## config.mk

```make
export PLATFORM = sky130hd
export DESIGN_NAME = keyed_ordered_point_table
export DESIGN_NICKNAME = d
export VERILOG_FILES = /design/src/design/kopt_pkg.sv /design/src/design/kopt_ctrl.sv /design/src/design/kopt_dp.sv /design/src/design/keyed_ordered_point_table.sv
export VERILOG_INCLUDE_DIRS = /design/src /design/src/design
export SDC_FILE = /design/constraint.sdc
export NUM_CORES = 2
export LEC_CHECK = 0
export ABC_AREA = 1
export BUFFER_PORTS_ARGS = -buffer_cell sky130_fd_sc_hd__buf_2
export CAP_MARGIN = 20
export CORE_MARGIN = 1.5
export CORE_UTILIZATION = 28
export CTS_BUF_LIST = sky130_fd_sc_hd__clkbuf_8 sky130_fd_sc_hd__clkbuf_16
export DETAILED_ROUTE_END_ITERATION = 7
export PLACE_DENSITY = 0.44
export SETUP_SLACK_MARGIN = 0.05
export SLEW_MARGIN = 40
export SYNTH_ARGS = -nofsm -noshare
export SYNTH_HDL_FRONTEND = slang
export SYNTH_SLANG_ARGS = --single-unit
```

## constraint.sdc

```tcl
create_clock -name clk -period 12.6 [get_ports clk]
set_input_delay 2.52 -clock clk [delete_from_list [all_inputs] [get_ports clk]]
set_output_delay 2.52 -clock clk [all_outputs]
set_load 0.005 [all_outputs]
```

## src/design/keyed_ordered_point_table_defines.svh

```systemverilog
// Assertion macros for the keyed ordered point table.
// Used by the top level; expects clk and rst_n in scope where expanded.
`ifndef KEYED_ORDERED_POINT_TABLE_DEFINES_SVH
`define KEYED_ORDERED_POINT_TABLE_DEFINES_SVH
`ifndef SYNTHESIS
`define KOPT_ASSERT_NOW(label, pre, post, msg) \
  label: assert property (@(posedge clk) disable iff (!rst_n) (pre) |-> (post)) \
    else $error(msg);
`define KOPT_ASSERT_NEXT(label, pre, post, msg) \
  label: assert property (@(posedge clk) disable iff (!rst_n) (pre) |=> (post)) \
    else $error(msg);
`else
`define KOPT_ASSERT_NOW(label, pre, post, msg)
`define KOPT_ASSERT_NEXT(label, pre, post, msg)
`endif
`endif

```

## src/design/kopt_pkg.sv

```systemverilog
// Shared types and constants for the keyed ordered point table.
// No dependencies; used by kopt_ctrl, kopt_dp and keyed_ordered_point_table.
package kopt_pkg;

  localparam int SLOTS  = 16;
  localparam int IDX_W  = (SLOTS > 1) ? $clog2(SLOTS) : 1;
  localparam int CNT_W  = $clog2(SLOTS + 1);
  localparam int WIDE_W = (CNT_W > 8) ? CNT_W : 8;
  localparam int CAP_W  = 5;
  localparam logic [CAP_W-1:0] CAP_RESET = CAP_W'(16);

  typedef enum logic [3:0] {
    FN_PUSH      = 4'd0,
    FN_REMOVE_ID = 4'd1,
    FN_REMOVE_IX = 4'd2,
    FN_FIND      = 4'd3,
    FN_READ_IX   = 4'd4,
    FN_CLEAR     = 4'd5,
    FN_CUR_RESET = 4'd6,
    FN_CUR_ADV   = 4'd7,
    FN_CUR_LOCK  = 4'd8,
    FN_CUR_READ  = 4'd9
  } func_t;

  typedef enum logic {
    ST_IDLE,
    ST_EXEC
  } state_t;

  typedef struct packed {
    logic [3:0]  func;
    logic [31:0] point_id;
    logic [15:0] pos_x;
    logic [15:0] pos_y;
    logic [31:0] ref_tag;
    logic [7:0]  slot_index;
  } in_item_t;

  typedef struct packed {
    logic        ok;
    logic [3:0]  found_index;
    logic [31:0] entry_id;
    logic [15:0] entry_x;
    logic [15:0] entry_y;
    logic [31:0] entry_ref;
    logic [4:0]  load;
    logic [4:0]  cursor_offset;
  } out_item_t;

  typedef struct packed {
    logic [31:0] id;
    logic [15:0] x;
    logic [15:0] y;
    logic [31:0] tag;
  } entry_t;

  typedef struct packed {
    logic capture;
    logic exec;
  } ctrl_cmd_t;

endpackage

```

## src/design/kopt_ctrl.sv

```systemverilog
// Controller for the keyed ordered point table: accept, execute, strobe.
// Depends on kopt_pkg (state_t, ctrl_cmd_t).
module kopt_ctrl (
  input  logic                clk,
  input  logic                rst_n,
  input  logic                start,
  output logic                busy,
  output logic                out_valid,
  output kopt_pkg::ctrl_cmd_t cmd
);

  kopt_pkg::state_t state_r, state_nxt;
  logic             out_valid_r;

  always_ff @(posedge clk) begin
    if (!rst_n) begin
      state_r     <= kopt_pkg::ST_IDLE;
      out_valid_r <= 1'b0;
    end else begin
      state_r     <= state_nxt;
      out_valid_r <= (state_r == kopt_pkg::ST_EXEC);
    end
  end

  always_comb begin
    state_nxt = state_r;
    unique case (state_r)
      kopt_pkg::ST_IDLE: begin
        if (start) state_nxt = kopt_pkg::ST_EXEC;
      end
      kopt_pkg::ST_EXEC: begin
        state_nxt = kopt_pkg::ST_IDLE;
      end
      default: state_nxt = kopt_pkg::ST_IDLE;
    endcase
  end

  always_comb begin
    cmd.capture = 1'b0;
    cmd.exec    = 1'b0;
    busy        = 1'b0;
    unique case (state_r)
      kopt_pkg::ST_IDLE: begin
        cmd.capture = start;
      end
      kopt_pkg::ST_EXEC: begin
        cmd.exec = 1'b1;
        busy     = 1'b1;
      end
      default: busy = 1'b0;
    endcase
  end

  assign out_valid = out_valid_r;

endmodule

```

## src/design/kopt_dp.sv

```systemverilog
// Datapath for the keyed ordered point table: entry registers, id compare,
// compacting shift, cursor and capacity. Depends on kopt_pkg.
module kopt_dp (
  input  logic                       clk,
  input  logic                       rst_n,
  input  kopt_pkg::ctrl_cmd_t        cmd,
  input  kopt_pkg::in_item_t         in_item,
  input  logic                       cfg_we,
  input  logic [kopt_pkg::CAP_W-1:0] cfg_data,
  output kopt_pkg::out_item_t        out_item
);

  kopt_pkg::in_item_t             in_r;
  kopt_pkg::out_item_t            out_r, out_nxt;
  kopt_pkg::entry_t               entries_r   [kopt_pkg::SLOTS];
  kopt_pkg::entry_t               entries_nxt [kopt_pkg::SLOTS];
  kopt_pkg::entry_t               rd_entry;
  logic [kopt_pkg::CNT_W-1:0]     count_r, count_nxt, cnt_rm, cnt_pre, cpos_m1;
  logic [kopt_pkg::CNT_W-1:0]     cpos_r, cpos_nxt;
  logic                           locked_r, locked_nxt;
  logic [kopt_pkg::CAP_W-1:0]     cap_r;
  logic [kopt_pkg::SLOTS-1:0]     hit_vec;
  logic                           hit;
  logic [kopt_pkg::IDX_W-1:0]     where;
  logic [kopt_pkg::IDX_W-1:0]     rm_idx, rd_idx;
  logic                           rm_en, push_en, rd_en, clear_en;
  logic                           cur_rst, cur_adv, cur_lock;
  logic                           ok;
  logic [kopt_pkg::IDX_W-1:0]     found;
  logic                           idx_ok;

  always_ff @(posedge clk) begin
    if (!rst_n) begin
      count_r  <= '0;
      cpos_r   <= '0;
      locked_r <= 1'b1;
      cap_r    <= kopt_pkg::CAP_RESET;
    end else begin
      if (cfg_we) cap_r <= cfg_data;
      if (cmd.exec) begin
        count_r  <= count_nxt;
        cpos_r   <= cpos_nxt;
        locked_r <= locked_nxt;
      end
    end
  end

  always_ff @(posedge clk) begin
    if (cmd.capture) in_r <= in_item;
    if (cmd.exec) begin
      out_r <= out_nxt;
      for (int i = 0; i < kopt_pkg::SLOTS; i++) begin
        entries_r[i] <= entries_nxt[i];
      end
    end
  end

  // Parallel id compare over the live entries; lowest position wins.
  always_comb begin
    for (int i = 0; i < kopt_pkg::SLOTS; i++) begin
      hit_vec[i] = (kopt_pkg::CNT_W'(i) < count_r) && (entries_r[i].id == in_r.point_id);
    end
    hit   = |hit_vec;
    where = '0;
    for (int i = kopt_pkg::SLOTS - 1; i >= 0; i--) begin
      if (hit_vec[i]) where = kopt_pkg::IDX_W'(i);
    end
  end

  assign idx_ok  = kopt_pkg::WIDE_W'(in_r.slot_index) < kopt_pkg::WIDE_W'(count_r);
  assign cnt_pre = count_r - kopt_pkg::CNT_W'(hit);
  assign cpos_m1 = cpos_r - kopt_pkg::CNT_W'(1);

  // Operation decode.
  always_comb begin
    rm_en    = 1'b0;
    rm_idx   = '0;
    push_en  = 1'b0;
    rd_en    = 1'b0;
    rd_idx   = '0;
    clear_en = 1'b0;
    cur_rst  = 1'b0;
    cur_adv  = 1'b0;
    cur_lock = 1'b0;
    ok       = 1'b0;
    found    = '0;
    unique case (in_r.func)
      kopt_pkg::FN_PUSH: begin
        rm_en   = hit;
        rm_idx  = where;
        push_en = (kopt_pkg::WIDE_W'(cnt_pre) < kopt_pkg::WIDE_W'(cap_r)) &&
                  (kopt_pkg::WIDE_W'(cnt_pre) < kopt_pkg::WIDE_W'(kopt_pkg::SLOTS));
        ok      = push_en;
      end
      kopt_pkg::FN_REMOVE_ID: begin
        rm_en  = hit;
        rm_idx = where;
        ok     = hit;
      end
      kopt_pkg::FN_REMOVE_IX: begin
        rm_en  = idx_ok;
        rm_idx = in_r.slot_index[kopt_pkg::IDX_W-1:0];
      end
      kopt_pkg::FN_FIND: begin
        ok    = hit;
        found = hit ? where : '0;
      end
      kopt_pkg::FN_READ_IX: begin
        rd_en  = idx_ok;
        rd_idx = in_r.slot_index[kopt_pkg::IDX_W-1:0];
        ok     = idx_ok;
      end
      kopt_pkg::FN_CLEAR: begin
        clear_en = 1'b1;
      end
      kopt_pkg::FN_CUR_RESET: begin
        cur_rst = 1'b1;
      end
      kopt_pkg::FN_CUR_ADV: begin
        cur_adv = !locked_r && (cpos_r < count_r);
        ok      = cur_adv;
      end
      kopt_pkg::FN_CUR_LOCK: begin
        cur_lock = 1'b1;
      end
      kopt_pkg::FN_CUR_READ: begin
        rd_en  = !locked_r && (cpos_r != '0) && (cpos_r <= count_r);
        rd_idx = cpos_m1[kopt_pkg::IDX_W-1:0];
        ok     = rd_en;
      end
      default: ok = 1'b0;
    endcase
  end

  // State update: close the gap, append, clear, move or lock the cursor.
  always_comb begin
    cnt_rm    = count_r - kopt_pkg::CNT_W'(rm_en);
    count_nxt = clear_en ? '0 : cnt_rm + kopt_pkg::CNT_W'(push_en);

    cpos_nxt   = cpos_r;
    locked_nxt = locked_r;
    if (rm_en && !locked_r && (kopt_pkg::CNT_W'(rm_idx) < cpos_r)) cpos_nxt = cpos_m1;
    if (cur_adv) cpos_nxt = cpos_r + kopt_pkg::CNT_W'(1);
    if (cur_rst) begin
      cpos_nxt   = '0;
      locked_nxt = 1'b0;
    end
    if (cur_lock) locked_nxt = 1'b1;

    for (int i = 0; i < kopt_pkg::SLOTS; i++) begin
      entries_nxt[i] = entries_r[i];
      if (rm_en && (kopt_pkg::IDX_W'(i) >= rm_idx)) begin
        entries_nxt[i] = entries_r[(i < kopt_pkg::SLOTS - 1) ? i + 1 : i];
      end
      if (push_en && (kopt_pkg::CNT_W'(i) == cnt_rm)) begin
        entries_nxt[i].id  = in_r.point_id;
        entries_nxt[i].x   = in_r.pos_x;
        entries_nxt[i].y   = in_r.pos_y;
        entries_nxt[i].tag = in_r.ref_tag;
      end
    end
  end

  // Result assembly.
  always_comb begin
    rd_entry = rd_en ? entries_r[rd_idx] : '0;
    out_nxt.ok            = ok;
    out_nxt.found_index   = 4'(found);
    out_nxt.entry_id      = rd_entry.id;
    out_nxt.entry_x       = rd_entry.x;
    out_nxt.entry_y       = rd_entry.y;
    out_nxt.entry_ref     = rd_entry.tag;
    out_nxt.load          = 5'(count_nxt);
    out_nxt.cursor_offset = (locked_nxt || (cpos_nxt > count_nxt)) ? 5'd0 : 5'(cpos_nxt);
  end

  assign out_item = out_r;

endmodule

```

## src/design/keyed_ordered_point_table.sv

```systemverilog
// Top level of the keyed ordered point table: controller plus datapath.
// Depends on kopt_pkg, kopt_ctrl, kopt_dp and keyed_ordered_point_table_defines.svh.
//
// An operation is taken at a clock edge with start high and busy low. The next
// cycle runs it in one step (parallel id compare over all slots, then a single
// shift that closes the gap and an append), and the cycle after that carries
// the result on out_item with out_valid high for exactly one cycle. busy is low
// again in that result cycle, so a new start is taken there; a new operation is
// not taken while one executes. The receiver cannot stall; it must take each
// result in its strobe cycle. Capacity writes on the cfg channel are taken
// whenever busy is low. Slot contents are unset after reset, which needs no
// clearing pass: only positions below the load are ever read.
`include "keyed_ordered_point_table_defines.svh"
module keyed_ordered_point_table (
  input  logic                       clk,
  input  logic                       rst_n,
  input  logic                       start,
  output logic                       busy,
  input  kopt_pkg::in_item_t         in_item,
  output logic                       out_valid,
  output kopt_pkg::out_item_t        out_item,
  input  logic                       cfg_valid,
  output logic                       cfg_ready,
  input  logic [kopt_pkg::CAP_W-1:0] cfg_data
);

  kopt_pkg::ctrl_cmd_t cmd;

  assign cfg_ready = !busy;

  kopt_ctrl u_ctrl (
    .clk       (clk),
    .rst_n     (rst_n),
    .start     (start),
    .busy      (busy),
    .out_valid (out_valid),
    .cmd       (cmd)
  );

  kopt_dp u_dp (
    .clk      (clk),
    .rst_n    (rst_n),
    .cmd      (cmd),
    .in_item  (in_item),
    .cfg_we   (cfg_valid && cfg_ready),
    .cfg_data (cfg_data),
    .out_item (out_item)
  );

  `KOPT_ASSERT_NOW(a_strobe_not_busy, out_valid, !busy, "result strobe while busy")
  `KOPT_ASSERT_NEXT(a_accept_runs, start && !busy, busy && !out_valid, "transaction not run")
  `KOPT_ASSERT_NEXT(a_exec_one_cycle, busy, out_valid && !busy, "execute did not end in a result")

endmodule

```

==> metrics.cfg <==
[routing]
drc_errors = 0
drtPass1Iterations = 8
routed_via_density = 5.605
wl_per_cell_um = 30.28
antenna_left = 0
wirelength_um = 412200
num_vias = 76290
drtIter0Drc = 9728

[clocking]
clkSinkCount = 1773
ctsHoldBuffers = 0
cts_setup_buffers = 0
cts_buffers = 214
ctsRootBufferMaster = clkbuf_16
cts_resized = 0
cts_max_level = 4
cts_tree = built
insertion_delay_ns = 0.92
cts_max_path_buffers = 4
clkTransAtPathRegs_ns = 0.06

[synth]
syn_inst = 9428
ys_ff_latch = 1773
synth_nets = 9575
yosys_warnings = 0
synth_xor_area_share_pct = 2.319
yosysSeqAreaShare_pct = 59.04
muxShareOfSynthArea_pct = 0
synthAdderAreaFrac_pct = 0.4177
synthesis.area_um2 = 89870
yosys.area_share.simple_pct = 13.34
ys_types = 59
ys.flop_type = edfxtp_1
synth.avg_cell_area_um2 = 9.532
synthArstFlopShare_pct = 0
synth_top_family_by_area = compound AO/OA/AOI/OAI gates
synth-edff-count = 1755
synth-compound-area-share_pct = 19.39

[sta]
hold_violations = 0
skew_ns = 0.07591
post-route-period-util_pct = 62.55
fmax_mhz = 126.9
slew_headroom_pct = 32.41
setup-violations-final = 0
grt_setup_unrepaired = false
layout_min_cycle_time_ns = 7.881
setup-tns-final_ns = 0
report.final.slew_viol_count = 0
tightest_slew_ns = 0.9980

[cells_and_area]
fin_nets = 9376
area_growth_syn_to_layout_pct = 13.97
finalNonFillerCells = 13610
final_core_util_pct = 32.15
final_layout_size_suffix_gt1_share_pct = 8.937
finish.instance_area_um2 = 102400
num-fill-cells = 32950

[worst_setup_path]
reg2reg_setup_slack_ns = 4.72
cp.arrival_ns = 8.38
rr_endpoint = u_dp.entries_r[0][15]$_DFFE_PP_
r2r_start = u_dp.in_r[78]$_DFFE_PP_
cp-endpoint = u_dp.entries_r[0][15]$_DFFE_PP_
crit_fanout = 42
crit_path_start = u_dp.in_r[78]$_DFFE_PP_
worst_ep_required_time_ns = 13.10
startpoint_type = register
endpoint_kind = register
critPathKind = reg -> reg
reg2regPathDepth = 26

[power]
power_density_nw_per_um2 = 133.2
ir_drop_v = 0.0001130
power_w = 0.01365
sw_frac_of_total_pct = 24.79
seqPwrFrac_pct = 47.6
p_int_w = 0.01026
p_sw_w = 0.003383
power_frac_clock_pct = 46.2
pwr-share-comb_pct = 6.3
leakagePower_nw = 37.14

[global_route]
grt_pass1_vias = 71900
antenna_found_initial = 36
grtUsageTotal_pct = 24.52
grt_pass1_wl_um = 572300
overflow = 0
grt_max_degree = 167

[floorplan]
io_pins = 231
core_area_um2 = 318600
die_area_um2 = 324400
num_rows = 207
fp.dieH_um = 569.5
die_w_um = 569.5
start_util_pct = 28.21

[placement]
hpwl_um = 257300
gp_congestion = 0.9694
placed_cell_area_um2 = 95180
dp_cells = 13180
io_buffers = 230

[flow_run]
max_cap_viol_count = 0

[run_status]
outcome = finished clean

[worst_hold_path]
hold_path_class = reg -> reg

## area by class of cell
cell class | count | area (µm²) | area share (%)
Clock buffer | 216 | 5405 | 5.277
Sequential cell | 1773 | 53060 | 51.81
Inverter | 390 | 1509 | 1.473
Timing Repair Buffer | 423 | 3293 | 3.215
Antenna cell | 33 | 82.58 | 0.08062
Clock inverter | 170 | 1514 | 1.478
Tap cell | 4180 | 5230 | 5.106
Multi-Input combinational cell | 6427 | 32330 | 31.56
## worst max-delay path, stage by stage, from the launching register on
cell	delay [ns]
edfxtp_1	0.65
buf_6	0.24
inv_2	0.26
nand2_1	0.14
nand4_1	0.27
a221oi_1	0.54
nand2_1	0.18
nor2_1	0.28
nand3_1	0.18
and2_1	0.23
nand2_1	0.07
nor2_2	0.08
nand2_4	0.15
ha_1	0.18
ha_1	0.19
nand2_1	0.09
xor2_1	0.22
ha_1	0.29
a21oi_1	0.14
o21ai_0	0.11
nor3_1	0.19
nand2_1	0.20
nor2_1	0.50
nand2_4	0.46
a21oi_4	0.26
buf_4	0.49
buf_4	0.73
## worst min-delay path by stage
stage | startpoint | cells past startpoint | slack (ns) | end
after floorplan | u_dp.in_r[85]$_DFFE_PP_ | 0 | 0.42 | u_dp.entries_r[15][77]$_DFFE_PP_
after global placement | u_dp.in_r[36]$_DFFE_PP_ | 0 | 0.43 | u_dp.entries_r[15][28]$_DFFE_PP_
after detailed placement | u_dp.in_r[27]$_DFFE_PP_ | 0 | 0.43 | u_dp.entries_r[15][19]$_DFFE_PP_
after CTS | u_dp.in_r[27]$_DFFE_PP_ | 0 | 0.45 | u_dp.entries_r[15][19]$_DFFE_PP_
after global routing | u_dp.in_r[36]$_DFFE_PP_ | 0 | 0.46 | u_dp.entries_r[15][28]$_DFFE_PP_
final | u_dp.in_r[27]$_DFFE_PP_ | 0 | 0.45 | u_dp.entries_r[15][19]$_DFFE_PP_
## power groups by stage
stage	logic, W	clock network (W)	registers [W]
5_1_grt	0.000899	0.00662	0.00649
3_3_place_gp	0.000823	0	0.00663
2_1_floorplan	0.000455	0	0.00660
3_5_place_dp	0.000833	0	0.00662
4_1_cts	0.000835	0.00644	0.00650
6_report	0.000854	0.00630	0.00649
## layer usage
metal	global-route usage, %	wire length (µm)	vias up
li1	-	-	33250
met5	0	34	-
met3	3.066	29880	817
met1	32.18	168700	38220
met2	40.19	192500	3998
met4	11.35	21080	6
## cell families after synthesis
| kind of cell | Yosys count |
|---|---|
| flip-flops | 1773 |
| AND/OR/NAND/NOR | 3019 |
| adder cells (fa/ha/maj) | 30 |
| XOR/XNOR | 238 |
| AO/OA/AOI/OAI | 3140 |
| buffers and inverters | 1228 |
## registers in the layout, indices dropped and copies added (netlist names)
signal / flops
u_dp.in_r: 108
u_ctrl.state_r: 1
u_dp.cap_r: 5
u_dp.cpos_r: 5
u_dp.entries_r: 1536
u_dp.locked_r: 1
u_dp.out_item: 111
u_ctrl.out_valid: 1
u_dp.count_r: 5
## layout by cell type, fill, tap and decap left out, types with 192 or more instances in the layout
master	count
edfxtp_1	1755
nand2_1	1940
o22ai_1	216
a21oi_1	248
nor2_1	740
buf_2	230
o21ai_0	2219
clkbuf_16	216
inv_1	386
o211ai_1	192
## stage by stage
step / setup slack (ns) / hold slack, ns
2_1_floorplan: 3.165 / 0.4206
5_1_grt: 4.313 / 0.4626
3_5_place_dp: 4.093 / 0.4347
3_3_place_gp: 3.893 / 0.4300
4_1_cts: 4.076 / 0.4487
6_report: 4.719 / 0.4514
## cell usage after synthesis (all sizes together) (22+ instances only)
master | count | area share (%)
o21ai | 2224 | 12
nand2 | 1963 | 8.2
edfxtp | 1755 | 59
nor2 | 747 | 3.1
clkbuf | 704 | 2.9
inv | 384 | 1.6
a21oi | 257 | 1.4
o22ai | 218 | 1.5
o211ai | 192 | 1.6
xnor2 | 181 | 1.8
o221ai | 169 | 1.6
buf | 134 | 0.91
nand3 | 121 | 0.67
nand4 | 79 | 0.55
xor2 | 57 | 0.56
a221oi | 36 | 0.38
nor3 | 36 | 0.20
nor4 | 32 | 0.24
ha | 30 | 0.42
or2 | 22 | 0.16
Note: power is estimated with default switching activity, not from simulation.
